**src/chh_pkg.sv**
```systemverilog
// Shared types, constants and helper functions of the character class histogram.
package chh_pkg;

    localparam int COUNT_WIDTH = 32;
    localparam int TOTAL_W     = 32;
    localparam int EXT_W       = (COUNT_WIDTH > TOTAL_W) ? COUNT_WIDTH : TOTAL_W;
    localparam int BIN_COUNT   = 62;
    localparam int BIN_AW      = $clog2(BIN_COUNT);

    localparam int UPPER_BASE  = 0;
    localparam int LOWER_BASE  = 26;
    localparam int DIGIT_BASE  = 52;

    localparam logic [7:0] CH_NEWLINE = 8'h0A;
    localparam logic [7:0] CH_SPACE   = 8'h20;
    localparam logic [7:0] CH_UPPER_A = 8'h41;
    localparam logic [7:0] CH_UPPER_Z = 8'h5A;
    localparam logic [7:0] CH_LOWER_A = 8'h61;
    localparam logic [7:0] CH_LOWER_Z = 8'h7A;
    localparam logic [7:0] CH_DIGIT_0 = 8'h30;
    localparam logic [7:0] CH_DIGIT_9 = 8'h39;

    localparam logic FUNC_COUNT  = 1'b0;
    localparam logic FUNC_REPORT = 1'b1;

    typedef logic [COUNT_WIDTH-1:0] count_t;
    typedef logic [BIN_AW-1:0]      bin_addr_t;

    localparam count_t LINE_RESET = COUNT_WIDTH'(1);

    typedef enum logic [1:0] {
        KIND_BIN    = 2'd0,
        KIND_LINES  = 2'd1,
        KIND_BLANKS = 2'd2
    } kind_t;

    // Read request from the sequencer to the bin unit
    typedef struct packed {
        logic      req;
        logic      walk;
        bin_addr_t addr;
    } bin_req_t;

    // Nonzero bin found during a report walk
    typedef struct packed {
        logic      valid;
        bin_addr_t addr;
        count_t    value;
    } bin_emit_t;

    typedef struct packed {
        logic      is_bin;
        logic      is_newline;
        logic      is_space;
        bin_addr_t bin;
    } char_class_t;

    // Sort one byte into newline, space, a letter or digit bin, or nothing
    function automatic char_class_t classify(logic [7:0] ch);
        char_class_t c;
        c = '0;
        if (ch == CH_NEWLINE) begin
            c.is_newline = 1'b1;
        end else if (ch == CH_SPACE) begin
            c.is_space = 1'b1;
        end else if (ch >= CH_UPPER_A && ch <= CH_UPPER_Z) begin
            c.is_bin = 1'b1;
            c.bin    = BIN_AW'((ch - CH_UPPER_A) + 8'(UPPER_BASE));
        end else if (ch >= CH_LOWER_A && ch <= CH_LOWER_Z) begin
            c.is_bin = 1'b1;
            c.bin    = BIN_AW'((ch - CH_LOWER_A) + 8'(LOWER_BASE));
        end else if (ch >= CH_DIGIT_0 && ch <= CH_DIGIT_9) begin
            c.is_bin = 1'b1;
            c.bin    = BIN_AW'((ch - CH_DIGIT_0) + 8'(DIGIT_BASE));
        end
        return c;
    endfunction

    // Map a bin index back to its character code
    function automatic logic [7:0] bin_symbol(bin_addr_t b);
        logic [7:0] s;
        if (8'(b) < 8'(LOWER_BASE)) begin
            s = CH_UPPER_A + (8'(b) - 8'(UPPER_BASE));
        end else if (8'(b) < 8'(DIGIT_BASE)) begin
            s = CH_LOWER_A + (8'(b) - 8'(LOWER_BASE));
        end else begin
            s = CH_DIGIT_0 + (8'(b) - 8'(DIGIT_BASE));
        end
        return s;
    endfunction

    // Increment, holding at full scale
    function automatic count_t sat_inc(count_t v);
        count_t r;
        r = (v == '1) ? v : v + COUNT_WIDTH'(1);
        return r;
    endfunction

    // Clamp a counter to the width of the total port
    function automatic logic [TOTAL_W-1:0] show_total(count_t v);
        logic [EXT_W-1:0] e;
        logic [TOTAL_W-1:0] r;
        e = EXT_W'(v);
        if (e > EXT_W'({TOTAL_W{1'b1}})) begin
            r = '1;
        end else begin
            r = e[TOTAL_W-1:0];
        end
        return r;
    endfunction

endpackage

```
**src/character_class_histogram_top.sv**
```systemverilog
// Character class histogram: top level with the report sequencer and output word register.
//
// Usage: present a word on func/char_code with start high; it is taken at the
// rising edge where start is high and busy is low.
// func = 0 counts one byte. Letters and digits go to 62 bins kept in a RAM
// (registered read, then modify and write, with forwarding of the last write), so
// busy stays low and one byte is taken every cycle. Newline and space go to
// two saturating registers; other bytes change nothing. No result word.
// func = 1 starts a report and raises busy: the walk reads the
// bin RAM one address per cycle, then a flush state drains the read stage, then
// the line total and the blank total go out. Each nonzero bin gives one
// result word (strobe high for one cycle), in bin order; then the line total,
// and the blank total last with last high, in the first cycle with
// busy low. The report then leaves bins and blanks at zero and lines at one.
// The receiver cannot stall: every strobe cycle is taken.
// Reset: the bin valid bits clear at once, so no clearing pass is needed;
// the block takes a word in the first cycle after reset.
module character_class_histogram_top
    import chh_pkg::*;
(
    input  logic               clk,
    input  logic               rst_n,
    input  logic               start,
    output logic               busy,
    input  logic               func,
    input  logic [7:0]         char_code,
    output logic               strobe,
    output logic [1:0]         kind,
    output logic [7:0]         symbol,
    output logic [TOTAL_W-1:0] total,
    output logic               last
);

    typedef enum logic [2:0] {
        ST_IDLE,
        ST_WALK,
        ST_FLUSH,
        ST_LINES,
        ST_BLANKS
    } state_t;

    state_t             state_reg;
    bin_addr_t          walk_idx_reg;
    count_t             line_reg;
    count_t             blank_reg;
    logic               strobe_reg;
    kind_t              kind_reg;
    logic [7:0]         symbol_reg;
    logic [TOTAL_W-1:0] total_reg;
    logic               last_reg;

    logic               accept;
    char_class_t        cls;
    bin_req_t           req;
    bin_emit_t          emit;
    logic               clear_all;

    assign busy      = (state_reg != ST_IDLE);
    assign accept    = start && !busy;
    assign cls       = classify(char_code);
    assign clear_all = (state_reg == ST_BLANKS);

    // Issue a bin read: a counted letter or digit, or the next walk address
    always_comb
    begin
        req = '0;
        case (state_reg)
            ST_IDLE:
            begin
                req.req  = accept && (func == FUNC_COUNT) && cls.is_bin;
                req.walk = 1'b0;
                req.addr = cls.bin;
            end
            ST_WALK:
            begin
                req.req  = 1'b1;
                req.walk = 1'b1;
                req.addr = walk_idx_reg;
            end
            default:
            begin
                req = '0;
            end
        endcase
    end

    chh_bin_unit u_bin_unit (
        .clk       (clk),
        .rst_n     (rst_n),
        .req       (req),
        .clear_all (clear_all),
        .emit      (emit)
    );

    // Sequence reports, keep line and blank totals, register the result word
    always_ff @(posedge clk or negedge rst_n)
    begin
        if (!rst_n)
        begin
            state_reg    <= ST_IDLE;
            walk_idx_reg <= '0;
            line_reg     <= LINE_RESET;
            blank_reg    <= '0;
            strobe_reg   <= 1'b0;
            kind_reg     <= KIND_BIN;
            symbol_reg   <= '0;
            total_reg    <= '0;
            last_reg     <= 1'b0;
        end
        else
        begin
            // Load the result word: a nonzero bin, then the two totals
            if (emit.valid)
            begin
                strobe_reg <= 1'b1;
                kind_reg   <= KIND_BIN;
                symbol_reg <= bin_symbol(emit.addr);
                total_reg  <= show_total(emit.value);
                last_reg   <= 1'b0;
            end
            else if (state_reg == ST_LINES)
            begin
                strobe_reg <= 1'b1;
                kind_reg   <= KIND_LINES;
                symbol_reg <= '0;
                total_reg  <= show_total(line_reg);
                last_reg   <= 1'b0;
            end
            else if (state_reg == ST_BLANKS)
            begin
                strobe_reg <= 1'b1;
                kind_reg   <= KIND_BLANKS;
                symbol_reg <= '0;
                total_reg  <= show_total(blank_reg);
                last_reg   <= 1'b1;
            end
            else
            begin
                strobe_reg <= 1'b0;
            end
            case (state_reg)
                ST_IDLE:
                begin
                    if (accept)
                    begin
                        if (func == FUNC_REPORT)
                        begin
                            state_reg    <= ST_WALK;
                            walk_idx_reg <= '0;
                        end
                        else if (cls.is_newline)
                        begin
                            line_reg <= sat_inc(line_reg);
                        end
                        else if (cls.is_space)
                        begin
                            blank_reg <= sat_inc(blank_reg);
                        end
                    end
                end
                ST_WALK:
                begin
                    if (walk_idx_reg == BIN_AW'(BIN_COUNT - 1))
                    begin
                        state_reg <= ST_FLUSH;
                    end
                    else
                    begin
                        walk_idx_reg <= walk_idx_reg + BIN_AW'(1);
                    end
                end
                ST_FLUSH:
                begin
                    state_reg <= ST_LINES;
                end
                ST_LINES:
                begin
                    state_reg <= ST_BLANKS;
                end
                ST_BLANKS:
                begin
                    line_reg  <= LINE_RESET;
                    blank_reg <= '0;
                    state_reg <= ST_IDLE;
                end
                default:
                begin
                    state_reg <= ST_IDLE;
                end
            endcase
        end
    end

    assign strobe = strobe_reg;
    assign kind   = kind_reg;
    assign symbol = symbol_reg;
    assign total  = total_reg;
    assign last   = last_reg;

endmodule

```
**src/chh_ram.sv**
```systemverilog
// Generic simple dual-port RAM with one write port and one registered read port.
module chh_ram #(
    parameter int  WIDTH = 32,
    parameter int  DEPTH = 64,
    localparam int AW    = $clog2(DEPTH)
) (
    input  logic             clk,
    input  logic             we,
    input  logic [AW-1:0]    waddr,
    input  logic [WIDTH-1:0] wdata,
    input  logic             re,
    input  logic [AW-1:0]    raddr,
    output logic [WIDTH-1:0] rdata
);

    logic [WIDTH-1:0] mem [DEPTH];
    logic [WIDTH-1:0] rdata_reg;

    // Write and registered read
    always_ff @(posedge clk)
    begin
        if (we)
        begin
            mem[waddr] <= wdata;
        end
        if (re)
        begin
            rdata_reg <= mem[raddr];
        end
    end

    assign rdata = rdata_reg;

endmodule

```
**src/chh_bin_unit.sv**
```systemverilog
// Bin counter store: RAM read-modify-write with forwarding and per-bin valid bits.
module chh_bin_unit
    import chh_pkg::*;
(
    input  logic      clk,
    input  logic      rst_n,
    input  bin_req_t  req,
    input  logic      clear_all,
    output bin_emit_t emit
);

    logic                 s2_valid_reg;
    logic                 s2_walk_reg;
    bin_addr_t            s2_addr_reg;
    logic                 fwd_valid_reg;
    bin_addr_t            fwd_addr_reg;
    count_t               fwd_data_reg;
    logic [BIN_COUNT-1:0] bin_valid_reg;

    count_t               rd_data;
    count_t               cur;
    logic                 wr_en;
    count_t               wr_data;

    chh_ram #(
        .WIDTH (COUNT_WIDTH),
        .DEPTH (BIN_COUNT)
    ) u_ram (
        .clk   (clk),
        .we    (wr_en),
        .waddr (s2_addr_reg),
        .wdata (wr_data),
        .re    (req.req),
        .raddr (req.addr),
        .rdata (rd_data)
    );

    // Pick the current bin value: the write that landed with our read, else RAM if the bin was written, else zero
    always_comb
    begin
        if (fwd_valid_reg && fwd_addr_reg == s2_addr_reg)
        begin
            cur = fwd_data_reg;
        end
        else if (bin_valid_reg[s2_addr_reg])
        begin
            cur = rd_data;
        end
        else
        begin
            cur = '0;
        end
    end

    assign wr_en   = s2_valid_reg && !s2_walk_reg;
    assign wr_data = sat_inc(cur);

    assign emit.valid = s2_valid_reg && s2_walk_reg && (cur != '0);
    assign emit.addr  = s2_addr_reg;
    assign emit.value = cur;

    // Advance the read stage, track the last write and the written bins
    always_ff @(posedge clk or negedge rst_n)
    begin
        if (!rst_n)
        begin
            s2_valid_reg  <= 1'b0;
            s2_walk_reg   <= 1'b0;
            s2_addr_reg   <= '0;
            fwd_valid_reg <= 1'b0;
            fwd_addr_reg  <= '0;
            fwd_data_reg  <= '0;
            bin_valid_reg <= '0;
        end
        else
        begin
            s2_valid_reg  <= req.req;
            s2_walk_reg   <= req.walk;
            s2_addr_reg   <= req.addr;
            fwd_valid_reg <= wr_en;
            fwd_addr_reg  <= s2_addr_reg;
            fwd_data_reg  <= wr_data;
            if (clear_all)
            begin
                bin_valid_reg <= '0;
            end
            else if (wr_en)
            begin
                bin_valid_reg[s2_addr_reg] <= 1'b1;
            end
        end
    end

endmodule

```
**config.mk**
```make
export PLATFORM = sky130hd
export DESIGN_NAME = character_class_histogram_top
export DESIGN_NICKNAME = d
export VERILOG_FILES = /design/src/chh_pkg.sv /design/src/character_class_histogram_top.sv /design/src/chh_ram.sv /design/src/chh_bin_unit.sv
export SDC_FILE = /design/constraint.sdc
export NUM_CORES = 2
export LEC_CHECK = 0
export ABC_AREA = 1
export BUFFER_PORTS_ARGS = -buffer_cell sky130_fd_sc_hd__buf_2
export CAP_MARGIN = 20
export CORE_MARGIN = 2
export CORE_UTILIZATION = 45
export CTS_CLUSTER_SIZE = 30
export DETAILED_ROUTE_END_ITERATION = 10
export PLACE_DENSITY = 0.69
export SLEW_MARGIN = 10
export SYNTH_ARGS = -nofsm -noshare
export SYNTH_HDL_FRONTEND = slang
export SYNTH_SLANG_ARGS = --single-unit
```
**constraint.sdc**
```tcl
create_clock -name clk -period 6.6 [get_ports clk]
set_input_delay 0.66 -clock clk [delete_from_list [all_inputs] [get_ports clk]]
set_output_delay 0.66 -clock clk [all_outputs]
set_load 0.01 [all_outputs]
```
* After elaboration in Yosys (flattened, before gate mapping)
Memory sizes are Yosys's and may differ from the RTL's. A register that Yosys moved wholly into a read port is not among the register bits. Cells that the tools add are included.
Word-level totals: bits in registers 226, bits in writable memories 1984, input port bits 12, word-level logic and storage cells 154, memories 1
Memories:
- u_bin_unit.u_ram.mem | depth 62, width 32, rd ports 1, clocked after memory_dff 1, write ports 1, RTL line chh_ram.sv:16 | logic [WIDTH-1:0] mem [DEPTH];
Operators by class: add/sub/neg operators 14, $lt $le $gt $ge 13, eq/ne operators 21, mux-type cells 63, bitwise logic cells 2, reductions and logical operators 24
Operators with widths (count):
- $mux W32 | 18
- $pmux W32 S2 | 2
- $mux W62 | 2
- $add A32 B1 Y32 const B | 3
- $eq A32 B32 Y1 const B | 3
- $gt A32 B32 Y1 const B | 3
- $or A62 B62 Y62 | 1
- $mux W6 | 7
- $mux W8 | 5
- $reduce_bool A32 Y1 | 1
- $ne A2 B2 Y1 const B | 10
- $mux W1 | 17
- $ge A8 B7 Y1 const B | 2
- $le A8 B7 Y1 const B | 2
- $pmux W8 S2 | 1
- $pmux W3 S4 | 1
- $pmux W6 S2 | 1
- $sub A6 B6 Y6 const B | 2
- $logic_and A1 B1 Y1 | 11
- $mux W3 | 3
- $add A7 B6 Y8 const A | 1
- $add A7 B7 Y8 const A | 1
- $add A7 B8 Y8 const A | 1
- $eq A8 B4 Y1 const B | 1
- other kinds (31) | 38

* Depth between registers and ports, before layout
depth in word-level cells 12, mapped depth 28, mapped depth without buffers 25

* By module
A second synthesis with hierarchy kept.
Second synthesis, totals: cells, all modules 8962, area total of the unflattened synthesis 96249.8 sq um
By module, submodules not included:
- chh_ram | times used 1, cells an instance 6743, area each 81548.2 sq um, sequential area each 60538.1 sq um
- character_class_histogram_top | times used 1, cells an instance 1270, area each 8368.0 sq um, sequential area each 2904.0 sq um
- chh_bin_unit | times used 1, cells an instance 949, area each 6333.6 sq um, sequential area each 2727.6 sq um

* Least setup slack after synthesis
Ideal clock, no wire load.
path kind flip-flop to flip-flop, start point register u_bin_unit.s2_addr_reg[1], end point memory u_bin_unit.u_ram.mem[0][1], data pin, setup time 695 ps, arrival 5207 ps, setup slack 698 ps, cell stages (with the launch flop) 21, path buffers 4, cell sequence dfrtp_1 buf_4 inv_2 buf_4 nand3_1 nand3_1 nand3_1 nand2_1 nand2_1 nand3_2 buf_6 buf_4 a31oi_1 inv_1 ha_1 inv_1 nor2_2 nand2_1 nor2_2 nand2_1 o21ai_0
On the way: cells in the longest elaborated chain, start to end 6, elaborated cells between the ends (all ways) 9
RTL lines:
- start: declaration | RTL line chh_bin_unit.sv:14 | bin_addr_t s2_addr_reg;
- start signal: assignment | RTL line chh_bin_unit.sv:79 | s2_addr_reg <= req.addr;
- $bmux W1 S6 | RTL line chh_bin_unit.sv:45 | else if (bin_valid_reg[s2_addr_reg])
- $mux W1 (not written as such) | RTL line chh_bin_unit.sv:45
- $mux W32 | RTL line chh_bin_unit.sv:45
- $mux W32 * | RTL line chh_bin_unit.sv:41 | if (fwd_valid_reg && fwd_addr_reg == s2_addr_reg)
- $add A32 B1 Y32 / $eq A32 B32 Y1 (equally long branches) | RTL line chh_pkg.sv:95 | r = (v == '1) ? v : v + COUNT_WIDTH'(1);
- $mux W32 * | RTL line chh_pkg.sv:95
- named net u_bin_unit.u_ram.wdata[1] | RTL line chh_ram.sv:10 | input logic [WIDTH-1:0] wdata,
- end: declaration | RTL line chh_ram.sv:16
The timed path passes the listed nets; every way through them passes the cells marked *. The select of a mux whose other input is x is not followed.

* Final worst setup path
start point register u_bin_unit.s2_addr_reg[2], end point memory u_bin_unit.u_ram.mem[17][18], data pin
Same word-level chain as after synthesis.

==> run_results.csv <==
group,metric,value,unit
timing,finClkSkew,48.97,ps
worst_hold_path,min-delay-start,"start",
worst_hold_path,hold_depth,3,
synthesis,ys_warn_count,0,
routing,drtIter0Drc,10684,
worst_setup_path,rr_worst_depth,17,
clocking,cts-resized-gates,0,
timing,setup_tns,0,ps
floorplanning,dieWidth,473.0,um
worst_setup_path,r2r_slack,560,ps
global_route,grt.overflow.total,0,
routing,vias,71751,
routing,routed_wl,307400,um
finish,final.fill_count,18855,
power_and_ir_drop,pwr_density_cell,488.0,nW/um^2
global_route,grt_max_degree,205,
synthesis,syn_nets,9506,
floorplanning,dieArea,223700,um^2
worst_setup_path,r2r_end,"u_bin_unit.u_ram.mem[17][18]",
finish,final_net_count,9445,
timing,setup_viol,0,
finish,final_cell_mix,"nand2_1, edfxtp_1, nand3_1",
finish,antenna_cells,0,
timing,tightest_slew,1252,ps
routing,final_antenna_net_count,0,
clocking,postCtsHoldBufs,1,
finish,layout-drive-gt1-share,0.07554,
clocking,clk_pin_slew_worst_paths,60,ps
finish,multi_input_area,27340,um^2
placement,place.gp.congestion,0.9761,
run,maxCapViolCount,0,
placement,port_buffers,56,
worst_setup_path,timing.rr.start,"u_bin_unit.s2_addr_reg[2]",
placement,dpl.hpwl,170900,um
synthesis,synth.distinct_cells,49,
clocking,root_buffer,"clkbuf_16",
finish,finalNonFillerCells,12468,
routing,first_pass_iters,8,
global_route,grt_pass1_vias,67798,
worst_setup_path,arrival,6610,ps
routing,remaining_drc_errors,0,
worst_setup_path,end_kind,"register",
synthesis,synth_area_per_cell,10.45,um^2
finish,syn2layout_area_growth,11.70,%
synthesis,synth_edf_count,2016,
global_route,antenna_found_initial,11,
timing,relSlewSlack,0.1644,
clocking,htreeDepth,4,
synthesis,syn_area,98980,um^2
power_and_ir_drop,ir_drop,0.5082,mV
timing,fin_crit_sh,0.9152,
clocking,postCtsSetupBuffers,0,
worst_setup_path,crit_fanout,27,
synthesis,synth_top_flop_cell,"edfxtp_1",
timing,fin_crit,6040,ps
global_route,track_usage,0.2708,
floorplanning,die_h,473.0,um
floorplanning,core.rowCount,172,
synthesis,synth-seq-cells,2241,
routing,vias_per_cell,5.755,
timing,timing.fmax,0.1656,GHz
clocking,cts-buffers-inserted,219,
clocking,cts_tree,"done",
global_route,grt_pass1_wl,450500,um
clocking,cts_buffer_depth,3,
timing,rsz0062_at_grt,"no",
synthesis,synth_cells,9468,
worst_setup_path,critPathLaunchType,"register",
worst_setup_path,path_class,"register to register",
power_and_ir_drop,p_leak,43.40,nW
placement,dp.cells,12052,
timing,hold_viol_final,0,
floorplanning,core,219100,um^2
finish,layout_commonest_cell,"nand2_1",
worst_setup_path,cp.required,7170,ps
status,outcome,"finished, final reports clean",
timing,maxSlewViolCount,0,
clocking,clock_latency,900,ps
clocking,clock_sinks,2241,
synthesis,synth_seq_area_share,0.6685,
worst_hold_path,holdCritPathClass,"primary input to register",
floorplanning,start_util,0.4518,
routing,wl_per_cell,24.65,um
timing,hold_slack,172.8,ps
floorplanning,ios,57,
worst_hold_path,hold_end,"state_reg[0]",
finish,largest_reg_flops,1984,
synthesis,async_flop_share,0.1004,
finish,regArea,66170,um^2
## metrics by stage
stage	power [mW]	worst slack (ps)	cell area (um^2)	utilization
2_1_floorplan	32.96	698.0	98980	-
3_3_place_gp	40.58	736.5	103300	0.4715
3_5_place_dp	41.03	729.4	103300	0.4716
4_1_cts	53.46	651.2	110500	0.5043
5_1_grt	56.22	168.6	110600	0.5047
6_report	53.96	560.0	110600	0.5047
## synthesized netlist by cell type, drive strengths merged (13+ instances only)
library cell	n	area, um^2
a21oi	76	387.9
buf	253	1239
clkbuf	304	1141
dfrtp	224	5605
edfxtp	2016	60540
ha	26	325.3
inv	1019	3825
nand2	2550	9579
nand3	1602	8023
nand3b	466	3498
nand4	26	162.7
nor2	381	1438
nor3	63	315.3
nor4	22	143.9
o211ai	116	870.8
o21a	16	120.1
o21ai	233	1170
o31ai	13	97.59
xor2	24	210.2
## critical path, cell delays in order (launching register included)
cell	delay (ps)
dfrtp_1	700
clkinv_2	380
nand2_1	150
nand2_1	70
nand2_1	60
nand2_1	60
nor2_1	110
nand3_2	260
a31oi_1	510
inv_1	280
ha_1	260
inv_1	140
nor2_2	110
nand2_1	140
nor2_2	70
nand2_2	600
nand3_2	1160
buf_4	620
## worst max path at each step
| stage | cells past startpoint | start | slack (ps) | endpoint |
|---|---|---|---|---|
| floorplan | 20 | u_bin_unit.s2_addr_reg[1] | 700 | u_bin_unit.u_ram.mem[0][1] |
| global route | 20 | u_bin_unit.s2_addr_reg[2] | 170 | u_bin_unit.u_ram.mem[50][24] |
| global placement | 17 | u_bin_unit.s2_addr_reg[2] | 740 | u_bin_unit.u_ram.mem[28][26] |
| detailed placement | 20 | u_bin_unit.s2_addr_reg[2] | 730 | u_bin_unit.u_ram.mem[54][24] |
| CTS | 20 | u_bin_unit.s2_addr_reg[2] | 650 | u_bin_unit.u_ram.mem[58][24] |
| finish | 17 | u_bin_unit.s2_addr_reg[2] | 560 | u_bin_unit.u_ram.mem[17][18] |
## metal layers
layer	vias up	track usage	wire (um)
met4	6	0.1110	13870
li1	31994	-	-
met3	690	0.05589	36990
met1	34693	0.3722	118500
met2	4368	0.4202	138000
met5	-	0	35
## where the power goes
group | switching, mW | total, mW | internal (mW) | leakage [nW]
logic | 16.1 | 20.8 | 4.74 | 18.5
clock network | 5.50 | 12.5 | 7.04 | 3.48
registers | 0.355 | 20.6 | 20.2 | 21.4
## cell type report
class                           instances  area share
Clock inverter                        124     0.01176
Clock buffer                          287     0.05288
Tap cell                             2871     0.03249
Sequential cell                      2241      0.5984
Inverter                             1023     0.03499
Timing Repair Buffer                  275     0.02222
Multi-Input combinational cell       5647      0.2472
## cell families (layout without fill, tap and decap cells)
group | after synthesis | after routing | share of synthesized area
buffers and inverters | 1580 | 1709 | 0.06285
xor gates and xnor gates | 27 | 27 | 0.002389
adders and majority gates | 26 | 26 | 0.003286
and+or+nand+nor | 5121 | 5121 | 0.2347
DFF | 2241 | 2241 | 0.6685
AOI/OAI and AO/OA | 473 | 473 | 0.02825
Power figures use the tool's default switching activity.
